## config.mk

```make
export PLATFORM = sky130hd
export DESIGN_NAME = lws_front
export DESIGN_NICKNAME = d
export VERILOG_FILES = /design/src/hw/rtl/lws_pkg.sv /design/src/hw/rtl/lws_front.sv
export VERILOG_INCLUDE_DIRS = /design/src /design/src/hw/rtl
export SDC_FILE = /design/constraint.sdc
export NUM_CORES = 1
export LEC_CHECK = 0
export BUFFER_PORTS_ARGS = -buffer_cell sky130_fd_sc_hd__buf_4
export CORE_ASPECT_RATIO = 1.75
export CORE_MARGIN = 1.5
export CORE_UTILIZATION = 50
export DETAILED_ROUTE_END_ITERATION = 10
export HOLD_SLACK_MARGIN = 0.08
export PLACE_DENSITY = 0.8
export SLEW_MARGIN = 20
export SYNTH_ARGS = -nofsm -noshare
export SYNTH_HDL_FRONTEND = slang
export SYNTH_SLANG_ARGS = --single-unit
```

## constraint.sdc

```tcl
create_clock -name clk_i -period 6.79 [get_ports clk_i]
set_input_delay 0 -clock clk_i [delete_from_list [all_inputs] [get_ports clk_i]]
set_output_delay 0 -clock clk_i [all_outputs]
set_load 0.02 [all_outputs]
```

## src/hw/rtl/lookahead_waypoint_select_assert.svh

```systemverilog
// Assertion macros shared by the lookahead waypoint select RTL.
`ifndef LOOKAHEAD_WAYPOINT_SELECT_ASSERT_SVH
`define LOOKAHEAD_WAYPOINT_SELECT_ASSERT_SVH

// Same-cycle implication, checked out of reset.
`define LWS_ASSERT_IMP(name, ante, cons, msg) \
  name: assert property (@(posedge clk_i) disable iff (!rst_ni) (ante) |-> (cons)) \
    else $error(msg);

// Next-cycle implication, checked out of reset.
`define LWS_ASSERT_NXT(name, ante, cons, msg) \
  name: assert property (@(posedge clk_i) disable iff (!rst_ni) (ante) |=> (cons)) \
    else $error(msg);

`endif

```

## src/hw/rtl/lws_pkg.sv

```systemverilog
// Shared constants, payload types and queue entry type for the waypoint selector.
package lws_pkg;

  // Sizing
  localparam int unsigned MAX_POINTS = 1024;
  localparam int unsigned COORD_BITS = 24;
  localparam int unsigned IDX_W      = $clog2(MAX_POINTS);
  localparam int unsigned CNT_W      = IDX_W + 1;
  localparam int unsigned HEAD_W     = 16;
  localparam int unsigned THR_W      = 23;
  localparam int unsigned THRSQ_W    = 2 * THR_W;
  localparam int unsigned NEXT_W     = 10;
  localparam int unsigned DIFF_W     = COORD_BITS + 1;
  localparam int unsigned SQ_W       = 2 * COORD_BITS;
  localparam int unsigned DIST_W     = SQ_W + 1;
  localparam int unsigned BEST_W     = DIST_W + 1;
  localparam int unsigned DOT_W      = DIFF_W + HEAD_W;
  localparam int unsigned DOTSUM_W   = DOT_W + 1;

  // Command queue
  localparam int unsigned QDEPTH = 4;
  localparam int unsigned QPTR_W = $clog2(QDEPTH);
  localparam int unsigned QCNT_W = QPTR_W + 1;

  // Register reset values
  localparam logic [THR_W-1:0]  THR_RESET = THR_W'(1280);
  localparam logic [HEAD_W-1:0] COS_RESET = HEAD_W'(16384);

  // Input command codes
  localparam logic [1:0] CMD_POSE = 2'd0;
  localparam logic [1:0] CMD_PUSH = 2'd1;
  localparam logic [1:0] CMD_END  = 2'd2;

  // Classified operation held in the queue
  typedef enum logic [1:0] {
    OP_POSE = 2'd0,
    OP_PUSH = 2'd1,
    OP_END  = 2'd2
  } lws_op_e;

  typedef struct packed {
    logic [1:0]                   command;
    logic signed [COORD_BITS-1:0] coord_x;
    logic signed [COORD_BITS-1:0] coord_y;
    logic signed [HEAD_W-1:0]     heading_cos;
    logic signed [HEAD_W-1:0]     heading_sin;
  } lws_item_t;

  typedef struct packed {
    logic [NEXT_W-1:0] next_index;
    logic              hit_ahead;
    logic              overflowed;
  } lws_result_t;

  typedef struct packed {
    logic signed [COORD_BITS-1:0] x;
    logic signed [COORD_BITS-1:0] y;
  } lws_point_t;

  typedef struct packed {
    lws_op_e                  op;
    lws_point_t               pt;
    logic signed [HEAD_W-1:0] hcos;
    logic signed [HEAD_W-1:0] hsin;
  } lws_qent_t;

endpackage

```

## src/hw/rtl/lws_front.sv

```systemverilog
// Front end: accepts commands, classifies them and queues them for the back end.
module lws_front (
  input  logic              clk_i,
  input  logic              rst_ni,
  input  logic              start,
  output logic              busy,
  input  lws_pkg::lws_item_t item_i,
  output lws_pkg::lws_qent_t q_ent_o,
  output logic              q_valid_o,
  input  logic              q_pop_i
);
  import lws_pkg::*;

  lws_qent_t         ent_q [QDEPTH];
  logic [QPTR_W-1:0] wr_ptr_q, rd_ptr_q;
  logic [QCNT_W-1:0] cnt_q, cnt_d;
  logic              accept, keep, push, pop;
  lws_qent_t         ent_new;

  assign busy   = (cnt_q == QCNT_W'(QDEPTH));
  assign accept = start && !busy;

  // Classify the command; the unused code is taken and dropped
  always_comb begin
    ent_new.pt.x = item_i.coord_x;
    ent_new.pt.y = item_i.coord_y;
    ent_new.hcos = item_i.heading_cos;
    ent_new.hsin = item_i.heading_sin;
    keep         = 1'b1;
    ent_new.op   = OP_POSE;
    unique case (item_i.command)
      CMD_POSE: ent_new.op = OP_POSE;
      CMD_PUSH: ent_new.op = OP_PUSH;
      CMD_END:  ent_new.op = OP_END;
      default:  keep = 1'b0;
    endcase
  end

  assign push = accept && keep;
  assign pop  = q_pop_i && (cnt_q != '0);

  // Queue storage
  always_ff @(posedge clk_i) begin
    if (push) begin
      ent_q[wr_ptr_q] <= ent_new;
    end
  end

  // Queue pointers and fill count
  always_comb begin
    cnt_d = cnt_q;
    if (push && !pop) begin
      cnt_d = cnt_q + QCNT_W'(1);
    end else if (pop && !push) begin
      cnt_d = cnt_q - QCNT_W'(1);
    end
  end

  always_ff @(posedge clk_i or negedge rst_ni) begin
    if (!rst_ni) begin
      wr_ptr_q <= '0;
      rd_ptr_q <= '0;
      cnt_q    <= '0;
    end else begin
      if (push) wr_ptr_q <= wr_ptr_q + QPTR_W'(1);
      if (pop)  rd_ptr_q <= rd_ptr_q + QPTR_W'(1);
      cnt_q <= cnt_d;
    end
  end

  assign q_ent_o   = ent_q[rd_ptr_q];
  assign q_valid_o = (cnt_q != '0);

`include "lookahead_waypoint_select_assert.svh"

  `LWS_ASSERT_IMP(a_q_bound, 1'b1, cnt_q <= QCNT_W'(QDEPTH), "queue count over depth")
  `LWS_ASSERT_NXT(a_q_grow, push && !pop, cnt_q == QCNT_W'($past(cnt_q) + 1'b1), "lost transfer")
  `LWS_ASSERT_IMP(a_q_full, busy, !push, "transfer into a full queue")

endmodule

```

==> flow_summary.yaml <==
outcome:
  status: "complete, no violations"
sta:
  whs_ns: 0.208
  timing.final.hold_violations: 0
  setup_viol: 0
  max_clock_freq_mhz: 312
  setup-tns-final_ns: 0
  relSlewSlack_pct: 42.7
  setup_repair_after_global_routing_missed_its_margin: "false"
  clock-skew-final_ns: 0.00729
  finalCriticalPeriod_ns: 3.20
  number_of_pins_exceeding_their_max_slew_limit_in_the_final_report: 0
  finalWorstSetupSlack_ns: 3.59
  transition_time_at_the_pin_with_the_least_slew_margin_ns: 0.859
  timing.final.crit_share_pct: 47.2
yosys:
  synth_nets: 557
  synth_sequential_area_ratio_pct: 81.7
  synth.ff_latch_count: 335
  yosys.cell_types.count: 22
  synth.avg_cell_area_um2: 26.4
  syn_area_um2: 12300
  postSynthCellCount: 465
  yosys_warnings: 0
detailed_routing:
  remaining_drc_errors: 0
  wl_per_cell_um: 22.8
  routed_wirelength_um: 24300
  postRouteAntennaNets: 0
  via_count: 5761
  via_per_inst: 5.40
  starting_drc_count_in_detailed_routing: 449
  drt_first_pass_iters: 4
global_route:
  use_met2_pct: 36.7
  number_of_antenna_violations_at_the_first_check_in_global_routing: 0
  grt-ovfl-total: 0
  globalRouteMet3Util_pct: 2.60
  pin_count_of_the_biggest_net_entering_global_routing: 48
  grt_first_pass_wirelength_um: 36600
  first_global_vias: 6471
  gr-usage-all-layers_pct: 19.5
  grt_busiest_layer: "met2"
  grt_util_met1_pct: 22.0
clock_network:
  clock-root-buffer: "sky130_fd_sc_hd__clkbuf_16"
  cts.sinks: 335
  clock_latency_ns: 0.54
  tritoncts.num_buffers: 27
  cts-htree-levels: 1
  cts_tree: "done"
  clock_path_buffers: 3
  clkSlewWorstSetupHoldPaths_ns: 0.06
finish:
  layout-drive-gt1-share_pct: 40.8
  fillerInstances: 1547
  fin_nets: 830
  final_util_pct: 65.2
  n_antenna_cell: 0
  syn2layout_area_growth_pct: 27.6
power_and_ir_drop:
  totalPowerFinal_mw: 6.55
  power_density_of_the_placed_cells_nw_per_um2: 418
  vdd_ir_drop_max_mv: 0.385
  leakage_component_of_the_power_nw: 5.37
critical_path:
  path_buf_inv: 2
  worstSetupEndpointType: "output port"
  worst-path-max-fanout: 43
  path_common_cell: "sky130_fd_sc_hd__buf_4"
  slowest_cell_delay_on_critical_path_ns: 0.98
  path_delay_family: "flip-flops"
  worstPathArrival_ns: 3.20
  crit_path_cell_trace: "buf_4 -> mux4_2 -> buf_4"
  timing.critical_path.required_ns: 6.79
  crit_path_top_delay_cell: "sky130_fd_sc_hd__dfrtp_4"
  crit_path_start_kind: "flip-flop"
  setup.reg_to_reg.worst_slack_ns: 4.07
  timing.setup.critical_path_class: "reg -> out"
place:
  weighted_congestion_at_the_end_of_routability_driven_global_placement: 0.712
  dp_hpwl_um: 13800
  detailedPlace.worstSlack_ns: 4.03
  count_of_input_and_output_buffers: 169
floorplanning:
  effective_utilization_at_floorplan_pct: 51.1
  fp.dieH_um: 210
  die-width_um: 121
  std_cell_rows: 75
  coreArea_um2: 24000
  io_pins: 170
  die_area_um2: 25500
job:
  maxCapViolations: 0
min_path:
  min-delay-path-class: "in -> reg"
## timing repair
action | CTS | global route
hold endpoints to repair | 340 | 0
resized for setup | 0 | 0
setup buffers | 0 | 0
hold buffers | 87 | 0
## routing by layer
metal | vias up | part of all wire (%)
li1 | 2532 | -
met5 | - | 0
met3 | 53 | 3.7
met4 | 0 | 3.6
met2 | 180 | 57
met1 | 2996 | 36
## sequential cells by signal, indices dropped and copies added (netlist names)
register / cells
cnt_q: 3
ent_q: 328
rd_ptr_q: 2
wr_ptr_q: 2
## through the flow
| stage | instances | cell area (um2) |
|---|---|---|
| after floorplan | 465 | 12300 |
| after detailed placement | 930 | 13900 |
| after CTS | 1066 | 15700 |
| after global routing | 1066 | 15700 |
| after global placement | 929 | 13800 |
| final | 1066 | 15700 |
## synth_stat cells
master / n / area share [%]
sky130_fd_sc_hd__dfrtp_1: 7 / 1.4
sky130_fd_sc_hd__fa_1: 1 / 0.16
sky130_fd_sc_hd__xnor2_1: 4 / 0.29
sky130_fd_sc_hd__mux2_2: 1 / 0.092
sky130_fd_sc_hd__or3_1: 1 / 0.051
sky130_fd_sc_hd__clkbuf_1: 1 / 0.031
sky130_fd_sc_hd__buf_2: 8 / 0.33
sky130_fd_sc_hd__nor2b_1: 2 / 0.10
sky130_fd_sc_hd__buf_6: 7 / 0.64
sky130_fd_sc_hd__mux4_2: 82 / 15
sky130_fd_sc_hd__nand2_1: 1 / 0.031
sky130_fd_sc_hd__and2_1: 4 / 0.20
sky130_fd_sc_hd__buf_4: 2 / 0.12
sky130_fd_sc_hd__nor3b_2: 1 / 0.10
sky130_fd_sc_hd__mux2_1: 1 / 0.092
sky130_fd_sc_hd__nand3_1: 1 / 0.041
sky130_fd_sc_hd__a211oi_4: 1 / 0.16
sky130_fd_sc_hd__inv_1: 4 / 0.12
sky130_fd_sc_hd__nor2_1: 1 / 0.031
sky130_fd_sc_hd__ha_1: 5 / 0.51
sky130_fd_sc_hd__xor2_1: 2 / 0.14
sky130_fd_sc_hd__edfxtp_1: 328 / 80
## worst reg2reg max path, cell delays in order (launching register included)
cell	delay, ns
sky130_fd_sc_hd__dfrtp_1	0.40
sky130_fd_sc_hd__nor3b_2	0.18
sky130_fd_sc_hd__a211oi_4	0.42
sky130_fd_sc_hd__and2_4	0.62
sky130_fd_sc_hd__buf_4	0.66
## cell usage in the layout (no fill, tap or decap), types with 2 or more instances in the layout
cell	n
sky130_fd_sc_hd__xor2_1	2
sky130_fd_sc_hd__clkinv_1	4
sky130_fd_sc_hd__clkbuf_1	2
sky130_fd_sc_hd__clkbuf_16	27
sky130_fd_sc_hd__clkinvlp_4	5
sky130_fd_sc_hd__xnor2_1	4
sky130_fd_sc_hd__ha_1	5
sky130_fd_sc_hd__dfrtp_4	2
sky130_fd_sc_hd__mux4_2	82
sky130_fd_sc_hd__bufinv_16	5
sky130_fd_sc_hd__clkinv_2	6
sky130_fd_sc_hd__nor2b_1	2
sky130_fd_sc_hd__dfrtp_1	5
sky130_fd_sc_hd__buf_4	174
sky130_fd_sc_hd__inv_1	4
sky130_fd_sc_hd__dlygate4sd3_1	87
sky130_fd_sc_hd__edfxtp_1	328
sky130_fd_sc_hd__and2_4	4
## power by group
part           total (mW)  switching (mW)  internal (mW)
Clock                1.61           0.688          0.920
Combinational        2.10            1.10          0.999
Sequential           2.84           0.208           2.63
Total                6.55            2.00           4.55
## kinds of logic (layout without fill, tap and decap cells)
| logic type | count (synthesis) | after routing | share of synthesized area, % |
|---|---|---|---|
| flip-flops | 335 | 335 | 81.7 |
| XOR/XNOR | 6 | 6 | 0.428 |
| AO/OA/AOI/OAI | 1 | 1 | 0.163 |
| AND/OR/NAND/NOR | 11 | 11 | 0.561 |
| adder cells (fa/ha/maj) | 6 | 6 | 0.673 |
| multiplexers | 84 | 84 | 15.2 |
| buffers and inverters | 22 | 315 | 1.24 |
## final timing paths
check	from	end	depth (start not counted)
hold reg to reg	cnt_q[2]	cnt_q[2]	1
setup reg to reg	cnt_q[2]	ent_q[3][10]	4
max in group asynchronous	rst_ni	rd_ptr_q[0]	3
setup / recovery	rd_ptr_q[0]	q_ent_o[53]	3
hold / removal	item_i[73]	ent_q[2][73]	2
min in group asynchronous	rst_ni	cnt_q[1]	3
## cell type report
class / count / area (um2) / share of cell area, %
sequential: 335 / 10000 / 64.1
timing repair buffer: 262 / 2200 / 14.1
multi-input combinational: 108 / 2100 / 13.4
clock buffer: 29 / 683 / 4.36
tap: 308 / 385 / 2.46
clock inverter: 20 / 233 / 1.49
inverter: 4 / 15.0 / 0.0959
Power figures use the tool's default switching activity.
